--- config.mk ---
export PLATFORM = sky130hd
export DESIGN_NAME = yuv420sp_to_bgr_block_top
export DESIGN_NICKNAME = d
export VERILOG_FILES = /design/src/sv/yb2b_pkg.sv /design/src/sv/yb2b_chroma.sv /design/src/sv/yb2b_lane.sv /design/src/sv/yb2b_merge.sv /design/src/sv/yuv420sp_to_bgr_block_top.sv
export SDC_FILE = /design/constraint.sdc
export NUM_CORES = 1
export LEC_CHECK = 0
export ABC_CLOCK_PERIOD_IN_PS = 16740
export BUFFER_PORTS_ARGS = -buffer_cell sky130_fd_sc_hd__buf_2
export CAP_MARGIN = 0
export CORE_MARGIN = 4
export CORE_UTILIZATION = 31
export CTS_CLUSTER_SIZE = 10
export DETAILED_ROUTE_END_ITERATION = 10
export HOLD_SLACK_MARGIN = 0.1
export PLACE_DENSITY_LB_ADDON = 0.1
export REMOVE_ABC_BUFFERS = 1
export SKIP_CTS_REPAIR_TIMING = 1
export SLEW_MARGIN = 15
export SYNTH_ARGS = -nofsm -noshare
export SYNTH_HDL_FRONTEND = slang
export SYNTH_SLANG_ARGS = --single-unit
--- constraint.sdc ---
create_clock -name i_clk -period 16.74 [get_ports i_clk]
set_clock_uncertainty 0.1 [all_clocks]
set_input_delay 5.022 -clock i_clk [delete_from_list [all_inputs] [get_ports i_clk]]
set_output_delay 5.022 -clock i_clk [all_outputs]
set_load 0.01 [all_outputs]
--- src/sv/yb2b_pkg.sv ---
// Shared types, coefficients and register indexes of the YUV420SP to BGR block converter.
package yb2b_pkg;

    // Input item: one 2x2 luma block and its shared chroma pair.
    typedef struct packed {
        logic [7:0] luma_top_left;
        logic [7:0] luma_top_right;
        logic [7:0] luma_bottom_left;
        logic [7:0] luma_bottom_right;
        logic [7:0] chroma_first;
        logic [7:0] chroma_second;
        logic       last_block;
    } t_in_item;

    // Result item: one row pair of BGRA pixels.
    typedef struct packed {
        logic       bottom_row;
        logic       block_end;
        logic [7:0] blue_left;
        logic [7:0] green_left;
        logic [7:0] red_left;
        logic [7:0] alpha_left;
        logic [7:0] blue_right;
        logic [7:0] green_right;
        logic [7:0] red_right;
        logic [7:0] alpha_right;
    } t_out_item;

    // One converted pixel as produced by a lane.
    typedef struct packed {
        logic [7:0] blue;
        logic [7:0] green;
        logic [7:0] red;
    } t_pix;

    // Control that travels beside the datapath stages.
    typedef struct packed {
        logic valid;
        logic last;
    } t_ctl;

    // Signed width that holds every intermediate channel sum.
    localparam int TERM_W = 17;
    typedef logic signed [TERM_W-1:0] t_term;

    // Number of luma lanes (one per pixel of the 2x2 block).
    localparam int NUM_LANES = 4;

    // Fixed-point constants (6 fractional bits).
    localparam logic [7:0] CHROMA_CLAMP = 8'd240;
    localparam logic signed [8:0] CHROMA_BIAS = 9'sd128;
    localparam t_term COEF_RV = 17'sd102;
    localparam t_term COEF_GV = -17'sd52;
    localparam t_term COEF_GU = -17'sd25;
    localparam t_term COEF_BU = 17'sd129;
    localparam t_term COEF_Y = 17'sd74;
    localparam t_term Y_OFFSET = 17'sd1135;
    localparam int FRAC_BITS = 6;
    localparam logic [7:0] ALPHA_OPAQUE = 8'd255;
    localparam logic [7:0] ALPHA_NONE = 8'd0;

    // Configuration register indexes.
    localparam int CFG_IDX_W = 2;
    typedef logic [CFG_IDX_W-1:0] t_cfg_idx;
    localparam t_cfg_idx CFG_CHROMA_U_FIRST = 2'd0;
    localparam t_cfg_idx CFG_FOUR_CHANNEL = 2'd1;

endpackage

--- src/sv/yb2b_chroma.sv ---
// Chroma front stage: clamps and centers the chroma pair and forms the chroma terms.
module yb2b_chroma import yb2b_pkg::*; (
    input  logic                        i_clk,
    input  logic                        i_rst_n,
    input  logic                        i_accept,
    input  logic                        i_u_first,
    input  t_in_item                    i_item,
    output t_ctl                        o_ctl,
    output t_term                       o_ruv,
    output t_term                       o_guv,
    output t_term                       o_buv,
    output logic [NUM_LANES-1:0][7:0]   o_luma
);

    // Clamp above at the chroma limit, then remove the bias.
    function automatic logic signed [8:0] center(input logic [7:0] raw);
        logic [7:0] clamped;
        clamped = (raw > CHROMA_CLAMP) ? CHROMA_CLAMP : raw;
        return $signed({1'b0, clamped}) - CHROMA_BIAS;
    endfunction

    logic signed [8:0] c0;
    logic signed [8:0] c1;
    logic signed [8:0] u;
    logic signed [8:0] v;
    t_ctl  r_ctl;
    t_term r_ruv;
    t_term r_guv;
    t_term r_buv;
    logic [NUM_LANES-1:0][7:0] r_luma;

    // Pick U and V according to the chroma order.
    always_comb begin
        c0 = center(i_item.chroma_first);
        c1 = center(i_item.chroma_second);
        u  = i_u_first ? c0 : c1;
        v  = i_u_first ? c1 : c0;
    end

    // Control register.
    always_ff @(posedge i_clk) begin
        if (!i_rst_n) begin
            r_ctl <= '0;
        end else begin
            r_ctl.valid <= i_accept;
            r_ctl.last  <= i_item.last_block;
        end
    end

    // Chroma terms and luma bytes, loaded with each accepted item.
    always_ff @(posedge i_clk) begin
        if (i_accept) begin
            r_ruv <= t_term'(v) * COEF_RV;
            r_guv <= t_term'(v) * COEF_GV + t_term'(u) * COEF_GU;
            r_buv <= t_term'(u) * COEF_BU;
            r_luma[0] <= i_item.luma_top_left;
            r_luma[1] <= i_item.luma_top_right;
            r_luma[2] <= i_item.luma_bottom_left;
            r_luma[3] <= i_item.luma_bottom_right;
        end
    end

    assign o_ctl  = r_ctl;
    assign o_ruv  = r_ruv;
    assign o_guv  = r_guv;
    assign o_buv  = r_buv;
    assign o_luma = r_luma;

endmodule

--- src/sv/yb2b_lane.sv ---
// One pixel lane: luma scaling, chroma term addition, shift and saturation.
module yb2b_lane import yb2b_pkg::*; (
    input  logic       i_clk,
    input  logic [7:0] i_luma,
    input  t_term      i_ruv,
    input  t_term      i_guv,
    input  t_term      i_buv,
    output t_pix       o_pix
);

    // Floor shift by the fraction bits and clamp to a byte.
    function automatic logic [7:0] to_byte(input t_term sum);
        logic [TERM_W-FRAC_BITS-1:0] q;
        q = sum[TERM_W-1:FRAC_BITS];
        if (sum < 0) begin
            return 8'd0;
        end else if (q > (TERM_W-FRAC_BITS)'(255)) begin
            return 8'd255;
        end else begin
            return q[7:0];
        end
    endfunction

    t_term y;
    t_pix  r_pix;

    // Scaled luma base term.
    assign y = t_term'({{(TERM_W-8){1'b0}}, i_luma}) * COEF_Y - Y_OFFSET;

    // Registered channel outputs.
    always_ff @(posedge i_clk) begin
        r_pix.blue  <= to_byte(y + i_buv);
        r_pix.green <= to_byte(y + i_guv);
        r_pix.red   <= to_byte(y + i_ruv);
    end

    assign o_pix = r_pix;

endmodule

--- src/sv/yb2b_merge.sv ---
// Output merge: gathers the four lanes into a top row item and then a bottom row item.
module yb2b_merge import yb2b_pkg::*; (
    input  logic                    i_clk,
    input  logic                    i_rst_n,
    input  t_ctl                    i_ctl,
    input  logic                    i_four_channel,
    input  t_pix [NUM_LANES-1:0]    i_pix,
    output logic                    o_res_valid,
    output t_out_item               o_res
);

    logic [7:0] alpha;
    t_out_item  top_item;
    t_out_item  bot_item;
    logic       r_valid;
    logic       r_pend;
    t_out_item  r_out;
    t_out_item  r_bot;

    assign alpha = i_four_channel ? ALPHA_OPAQUE : ALPHA_NONE;

    // Assemble both row pairs from the lane results.
    always_comb begin
        top_item.bottom_row  = 1'b0;
        top_item.block_end   = i_ctl.last;
        top_item.blue_left   = i_pix[0].blue;
        top_item.green_left  = i_pix[0].green;
        top_item.red_left    = i_pix[0].red;
        top_item.alpha_left  = alpha;
        top_item.blue_right  = i_pix[1].blue;
        top_item.green_right = i_pix[1].green;
        top_item.red_right   = i_pix[1].red;
        top_item.alpha_right = alpha;
        bot_item             = top_item;
        bot_item.bottom_row  = 1'b1;
        bot_item.blue_left   = i_pix[2].blue;
        bot_item.green_left  = i_pix[2].green;
        bot_item.red_left    = i_pix[2].red;
        bot_item.blue_right  = i_pix[3].blue;
        bot_item.green_right = i_pix[3].green;
        bot_item.red_right   = i_pix[3].red;
    end

    // Control: the top row item is registered straight out, the bottom row item follows in the next cycle.
    always_ff @(posedge i_clk) begin
        if (!i_rst_n) begin
            r_valid <= 1'b0;
            r_pend  <= 1'b0;
        end else begin
            r_valid <= i_ctl.valid || r_pend;
            r_pend  <= i_ctl.valid;
        end
    end

    // Output and held bottom row payload.
    always_ff @(posedge i_clk) begin
        if (i_ctl.valid) begin
            r_out <= top_item;
            r_bot <= bot_item;
        end else if (r_pend) begin
            r_out <= r_bot;
        end
    end

    assign o_res_valid = r_valid;
    assign o_res       = r_out;

endmodule

--- src/sv/yuv420sp_to_bgr_block_top.sv ---
// Top level of the YUV420SP 2x2 block to BGR/BGRA converter.
// The top row item passes the chroma stage, lane and merge output registers,
// the bottom row item comes in the cycle after it.
// A new block is accepted only while busy is low, since the single output port carries
// two row items per block; busy is high in the cycle after each accept.
// Reset (synchronous, active low) clears all valid flags and restores the registers
// to NV12 order and three-channel mode. Results cannot be stalled by the receiver.
module yuv420sp_to_bgr_block_top import yb2b_pkg::*; (
    input  logic       i_clk,
    input  logic       i_rst_n,
    input  logic       start,
    output logic       busy,
    input  t_in_item   i_item,
    output logic       o_res_valid,
    output t_out_item  o_res,
    input  logic       i_cfg_valid,
    output logic       o_cfg_ready,
    input  t_cfg_idx   i_cfg_index,
    input  logic       i_cfg_data
);

    logic  accept;
    logic  r_busy;
    logic  r_chroma_u_first;
    logic  r_four_channel;
    t_ctl  chroma_ctl;
    t_ctl  r_lane_ctl;
    t_term ruv;
    t_term guv;
    t_term buv;
    logic [NUM_LANES-1:0][7:0] luma;
    t_pix [NUM_LANES-1:0]      pix;

    assign accept      = start && !r_busy;
    assign busy        = r_busy;
    assign o_cfg_ready = 1'b1;

    // Busy is raised in the cycle after each accepted item.
    always_ff @(posedge i_clk) begin
        if (!i_rst_n) begin
            r_busy <= 1'b0;
        end else begin
            r_busy <= accept;
        end
    end

    // Configuration registers.
    always_ff @(posedge i_clk) begin
        if (!i_rst_n) begin
            r_chroma_u_first <= 1'b1;
            r_four_channel   <= 1'b0;
        end else if (i_cfg_valid) begin
            unique case (i_cfg_index)
                CFG_CHROMA_U_FIRST: r_chroma_u_first <= i_cfg_data;
                CFG_FOUR_CHANNEL:   r_four_channel   <= i_cfg_data;
                default:            ;
            endcase
        end
    end

    // Chroma preparation stage.
    yb2b_chroma u_chroma (
        .i_clk     (i_clk),
        .i_rst_n   (i_rst_n),
        .i_accept  (accept),
        .i_u_first (r_chroma_u_first),
        .i_item    (i_item),
        .o_ctl     (chroma_ctl),
        .o_ruv     (ruv),
        .o_guv     (guv),
        .o_buv     (buv),
        .o_luma    (luma)
    );

    // Four pixel lanes working side by side.
    for (genvar g = 0; g < NUM_LANES; g++) begin : g_lane
        yb2b_lane u_lane (
            .i_clk  (i_clk),
            .i_luma (luma[g]),
            .i_ruv  (ruv),
            .i_guv  (guv),
            .i_buv  (buv),
            .o_pix  (pix[g])
        );
    end

    // Control that follows the lane stage.
    always_ff @(posedge i_clk) begin
        if (!i_rst_n) begin
            r_lane_ctl <= '0;
        end else begin
            r_lane_ctl <= chroma_ctl;
        end
    end

    // Row pair merge and output register.
    yb2b_merge u_merge (
        .i_clk          (i_clk),
        .i_rst_n        (i_rst_n),
        .i_ctl          (r_lane_ctl),
        .i_four_channel (r_four_channel),
        .i_pix          (pix),
        .o_res_valid    (o_res_valid),
        .o_res          (o_res)
    );

`ifndef SYNTHESIS
    // An accepted item blocks the next cycle.
    a_busy_after_accept: assert property (@(posedge i_clk) disable iff (!i_rst_n)
        accept |=> busy)
        else $error("busy not raised after an accepted item");

    // Each accepted item produces its top row item after the chroma, lane and merge registers.
    a_top_latency: assert property (@(posedge i_clk) disable iff (!i_rst_n)
        accept |-> ##3 (o_res_valid && !o_res.bottom_row))
        else $error("top row item missing after accept");

    // A top row item is always followed by its bottom row item.
    a_bottom_follows: assert property (@(posedge i_clk) disable iff (!i_rst_n)
        (o_res_valid && !o_res.bottom_row) |=> (o_res_valid && o_res.bottom_row))
        else $error("bottom row item did not follow top row item");

    // A bottom row item only ever follows a top row item of the same block.
    a_bottom_pairs: assert property (@(posedge i_clk) disable iff (!i_rst_n)
        (o_res_valid && o_res.bottom_row) |->
            ($past(o_res_valid) && !$past(o_res.bottom_row)
             && ($past(o_res.block_end) == o_res.block_end)))
        else $error("bottom row item without matching top row item");
`endif

endmodule

Yosys cells after proc, flatten, opt, wreduce, memory -nomap -nowiden
Cells that the tools add are included.
W data, S select, Z words.
- add/sub/neg operators: 19
- multipliers: 8
- $lt $le $gt $ge: 26
- eq/ne operators: 1
- muxes and demuxes: 19
- reduce and logical (&&, ||, !) cells: 7
- operator list (operator ; number):
    $add A17 B17 Y17 ; 13
    $lt A17 B1 Y1 const B ; 12
    $gt A11 B8 Y1 const B ; 12
    $mux W65 ; 2
    $mux W8 ; 15
    $sub A17 B12 Y17 const B ; 4
    $mul A8 B6 Y14 const B ; 4
    $mux W9 ; 2
    $sub A8 B8 Y9 const B ; 2
    $mul A9 B9 Y17 const B ; 1
    $gt A8 B8 Y1 const B ; 2
    $mul A9 B7 Y16 const B ; 1
    $mul A9 B6 Y15 const B ; 1
    $mul A9 B5 Y14 const B ; 1
    $reduce_and A2 Y1 ; 2
    $eq A2 B1 Y1 const B ; 1
    $logic_not A2 Y1 ; 1
    $reduce_bool A2 Y1 ; 1
    $logic_and A1 B1 Y1 ; 1
    $logic_not A1 Y1 ; 1
    $logic_or A1 B1 Y1 ; 1
- register bits: 309
- logic and storage cells: 125

Logic depth before layout (Yosys ltp)
- word-level depth: 6
- gate-level depth with buffers: 26
- gate-level depth less buffers: 25

By module
From an unflattened synthesis, not the netlist that was laid out.
- cells, all modules: 2200
- area total of the unflattened synthesis: 23586.4 µm²
- modules (own cells, without submodules) (module ; instances ; cells an instance ; area each (µm²) ; seq. area each (µm²)):
    yb2b_lane (g_lane[1].u_lane ...) ; 3 ; 361 ; 3190.6 ; 480.5
    yb2b_chroma ; 1 ; 529 ; 6397.4 ; 2472.4
    yb2b_merge ; 1 ; 178 ; 4043.9 ; 3062.9
    yb2b_lane (g_lane[0].u_lane) ; 1 ; 391 ; 3382.0 ; 480.5
    yuv420sp_to_bgr_block_top ; 1 ; 19 ; 191.4 ; 100.1

Worst setup path before layout
OpenSTA, ideal clock, no wires.
- kind: input-to-reg
- from: input i_item[14] (netlist bit)
- to: register u_chroma.r_guv[15], in the netlist u_chroma.o_guv[15], data pin
- arrival time: 9976 ps
- path slack: 6406 ps
- stages: 23
- buffers on the path: 0
- cells stage by stage: mux2i_1 > inv_1 > fa_1 > inv_1 > fa_1 > fa_1 > inv_1 > ha_1 > ha_1 > nor2b_1 > o21ai_0 > a21boi_0 > o21ai_0 > a21boi_0 > o21ai_0 > nand2_1 > xnor2_1 > ha_1 > or3_1 > a211oi_1 > o41ai_1 > a21oi_1 > xnor2_1
- word-level cells in the longest chain between the ends: 6
- ends and longest elaborated chain (item ; RTL line ; RTL):
    from (decl) ; yuv420sp_to_bgr_block_top.sv:13 ; input t_in_item i_item,
    $gt A8 B8 Y1 ; yb2b_chroma.sv:18 ; clamped = (raw > CHROMA_CLAMP) ? CHROMA_CLAMP : raw;
    $mux W8 * ; yb2b_chroma.sv:18 ;
    $sub A8 B8 Y9 * ; yb2b_chroma.sv:19 ; return $signed({1'b0, clamped}) - CHROMA_BIAS;
    $mux W9 * ; yb2b_chroma.sv:36 ; u = i_u_first ? c0 : c1;
    via u_chroma.u[5] ; yb2b_chroma.sv:24 ; logic signed [8:0] u;
    $mul A9 B6 Y15 * ; yb2b_chroma.sv:54 ; r_guv <= t_term'(v) * COEF_GV + t_term'(u) * COEF_GU;
    $add A17 B17 Y17 * ; yb2b_chroma.sv:54 ;
    to (signal assigned) ; yb2b_chroma.sv:54 ;
    to (decl) ; yb2b_chroma.sv:28 ; t_term r_guv;
Mark *: on every way through the listed nets, which the timed path passes. The rest lies on a longest branch.
A chain may end at the register's enable or synchronous reset.

Final worst setup path
Same ends and word-level chain as after synthesis.

==> results.sh <==
export IMPL_grt_pass1_vias=16561
export IMPL_grt_pass1_wl_mm=99.2
export IMPL_synth_fa_ha_area_frac=0.262
export IMPL_diodes=0
export IMPL_rsz0062_at_grt="false"
export IMPL_yosysSeqAreaShare=0.328
export IMPL_finalCriticalPeriod_ns=10.50
export IMPL_path_max_fanout=5
export IMPL_cts_root_buffer="clkbuf_16"
export IMPL_final_nets=2881
export IMPL_finalCritPeriodShare=0.627
export IMPL_layout_drive_gt1_share=0.117
export IMPL_max_slew_worst_pin_slew_ns=0.971
export IMPL_powerDensity_nw_per_um2=224
export IMPL_first_pass_iters=5
export IMPL_wire_per_inst_um=19.5
export IMPL_fillers=7302
export IMPL_cts_tree="done"
export IMPL_dp_cells=3294
export IMPL_cp_start_kind="primary input"
export IMPL_io_pins=125
export IMPL_synthXorXnorAreaFrac=0.0760
export IMPL_crit_required_ns=16.94
export IMPL_status="finished clean"
export IMPL_stdcell_count=3364
export IMPL_rows=99
export IMPL_routed_wl_mm=65.5
export IMPL_grt_usage=0.165
export IMPL_critPathCaptureType="flop"
export IMPL_synth_most_common_cell="ha_1"
export IMPL_die_w_um=280
export IMPL_synthSimpleGateAreaFrac=0.103
export IMPL_clock_latency_ns=0.57
export IMPL_leakage_nw=11.3
export IMPL_clock_fmax_mhz=95.2
export IMPL_synth_area_leaders="edfxtp_1 24%, ha_1 22%, dfxtp_1 9.2%"
export IMPL_maxSlewHeadroom=0.344
export IMPL_dieArea_um2=78500
export IMPL_synth_common_cells="398 x ha_1, 181 x edfxtp_1, 181 x inv_1"
export IMPL_dp_worst_setup_slack_ns=5.67
export IMPL_worstPathArrival_ns=10.70
export IMPL_syn_area_um2=23000
export IMPL_core_um2=73200
export IMPL_io_buffers=123
export IMPL_clk_pin_slew_worst_paths_ns=0.05
export IMPL_hpwl_mm=52.5
export IMPL_drv_slew=0
export IMPL_hp_class="reg -> reg"
export IMPL_ys_seq_elements=286
export IMPL_maxCapViolCount=0
export IMPL_gp_congestion=0.850
export IMPL_grt_antenna_before_repair=3
export IMPL_yosysWarnings=0
export IMPL_cts_buffers=38
export IMPL_yosysUniqueCellTypes=95
export IMPL_fin_tns_setup_ns=0
export IMPL_grt_max_degree=69
export IMPL_layout_setup_ws_ns=6.24
export IMPL_synth_largest_area_cell="edfxtp_1"
export IMPL_postSynthCellCount=2232
export IMPL_synth_top_area_share=0.237
export IMPL_via_per_inst=4.96
export IMPL_ir_drop_v=0.0000824
export IMPL_fp_dieH_um=280
export IMPL_synth_top_family_by_area="adder cells"
export IMPL_synth_edf_count=181
export IMPL_initial_core_util=0.314
export IMPL_clock_path_buffers=3
export IMPL_cts_sinks=286
export IMPL_worst_setup_path_type="in -> reg"
export IMPL_synth_compound_gate_area_share=0.160
export IMPL_area_growth_pct=12.8
export IMPL_synth_top_flop_cell="edfxtp_1"
export IMPL_drtIter0Drc=727
export IMPL_vias=16688
export IMPL_grt_overflow=0
export IMPL_utilization=0.354
export IMPL_htree_levels=2
export IMPL_antenna_left=0
export IMPL_async_reset_ff_frac=0
export IMPL_drc=0
export IMPL_synth_avg_cell_area_um2=10.3
export IMPL_setup_violations=0
export IMPL_finalHoldViolations=0
export IMPL_synth_mux_area_fraction=0.0331
==> flip-flops by register name (all words and copies together) (netlist names) <==
name and flops:
g_lane.u_lane.o_pix 96, r_chroma_u_first 1, r_four_channel 1, r_lane_ctl 2
u_chroma.o_buv 17, u_chroma.o_ctl 2, u_chroma.o_guv 16, u_chroma.o_luma 32
u_chroma.o_ruv 16, u_merge.o_res 51, u_merge.o_res_valid 1, u_merge.r_bot 50
u_merge.r_pend 1
==> kinds of logic (layout without fill, tap and decap cells) <==
group	after synthesis	in the layout
compound gates	551	551
buf+inv	213	386
flops	286	286
xor+xnor	187	187
fa+ha+maj	450	450
other cells	1	1
mux	69	69
simple gates	475	475
==> worst max-delay path, stage by stage <==
cell      delay [ns]
buf_2           0.11
mux2i_1         0.48
inv_1           0.26
fa_1            0.53
inv_1           0.05
fa_1            0.46
fa_1            0.54
inv_1           0.04
ha_1            0.28
ha_1            0.33
nor2b_1         0.14
o21ai_0         0.19
a21boi_0        0.14
o21ai_0         0.22
a21boi_0        0.14
o21ai_0         0.30
nand2_1         0.11
xnor2_1         0.14
ha_1            0.22
or3_1           0.31
a211oi_1        0.27
o41ai_1         0.13
a21oi_1         0.18
xnor2_1         0.08
==> where the power goes <==
group | switching [mW] | internal [mW]
clock | 0.315 | 0.456
combinational | 2.21 | 1.61
sequential | 0.186 | 1.03
total | 2.71 | 3.09
==> per-layer routing <==
metal  vias up  global-route usage  part of all wire
met5         -                   0           0.00031
met4         2              0.0520             0.033
met3        85              0.0222             0.037
met2       285               0.262              0.44
met1      7856               0.234              0.49
li1       8460                   -                 -
==> area by class of cell <==
class,instances,area (µm²),share of cell area
Clock buffer,61,1100,0.0424
Inverter,182,683,0.0264
Timing Repair Buffer,134,698,0.0270
Multi-Input combinational cell,1733,14600,0.563
Sequential cell,286,7540,0.291
Tap cell,959,1200,0.0464
Clock inverter,9,97.6,0.00377
==> placed cells by master (no fill, tap or decap), types with 6 or more instances in the layout <==
cell type	synthesis	final
inv_1	181	181
o31ai_1	8	8
buf_2	2	123
and2_1	19	19
a311o_1	6	6
a21oi_1	135	135
xnor2_1	129	129
a211oi_1	30	30
mux2i_1	14	13
nand4_1	14	14
xor2_1	50	50
fa_1	52	52
a22oi_1	10	10
o21a_1	75	75
ha_1	398	398
or2_2	9	9
o21bai_1	13	13
mux2_2	55	55
clkbuf_1	10	18
o211ai_1	14	14
dfxtp_1	105	104
o31a_1	6	6
a21o_1	52	52
nand3_1	50	50
nor2b_1	25	24
a21boi_0	16	16
and3_1	17	17
or3_1	8	8
nor2_1	142	142
buf_4	16	11
nand2b_1	21	21
clkbuf_16	0	39
nor3_1	45	45
nand2_1	84	84
nor4_1	12	12
a31oi_1	15	15
edfxtp_1	181	181
o21ai_0	106	105
==> per-stage QoR <==
stage	total power [mW]	hold slack (ns)	instance area, µm²
finish	5.81	0.301	25900
global route	6.32	0.307	25900
CTS	5.84	0.300	25900
detailed placement	5.02	0.289	24700
global placement	4.98	0.288	24700
floorplan	3.99	0.286	22800
==> worst paths after layout <==
path / start / endpoint / slack [ns] / cells after the start
max: i_item[14] / u_chroma.o_guv[15]$_DFFE_PP_ / 6.24 / 24
min: g_lane[3].u_lane.o_pix[22]$_SDFF_PP0_ / u_merge.r_bot[30]$_DFFE_PP_ / 0.30 / 0
max reg2reg: r_chroma_u_first$_SDFFE_PN1P_ / u_chroma.o_guv[15]$_DFFE_PP_ / 10.07 / 24
min reg2reg: g_lane[3].u_lane.o_pix[22]$_SDFF_PP0_ / u_merge.r_bot[30]$_DFFE_PP_ / 0.30 / 0
No activity file was read; power rests on OpenSTA's default activity.
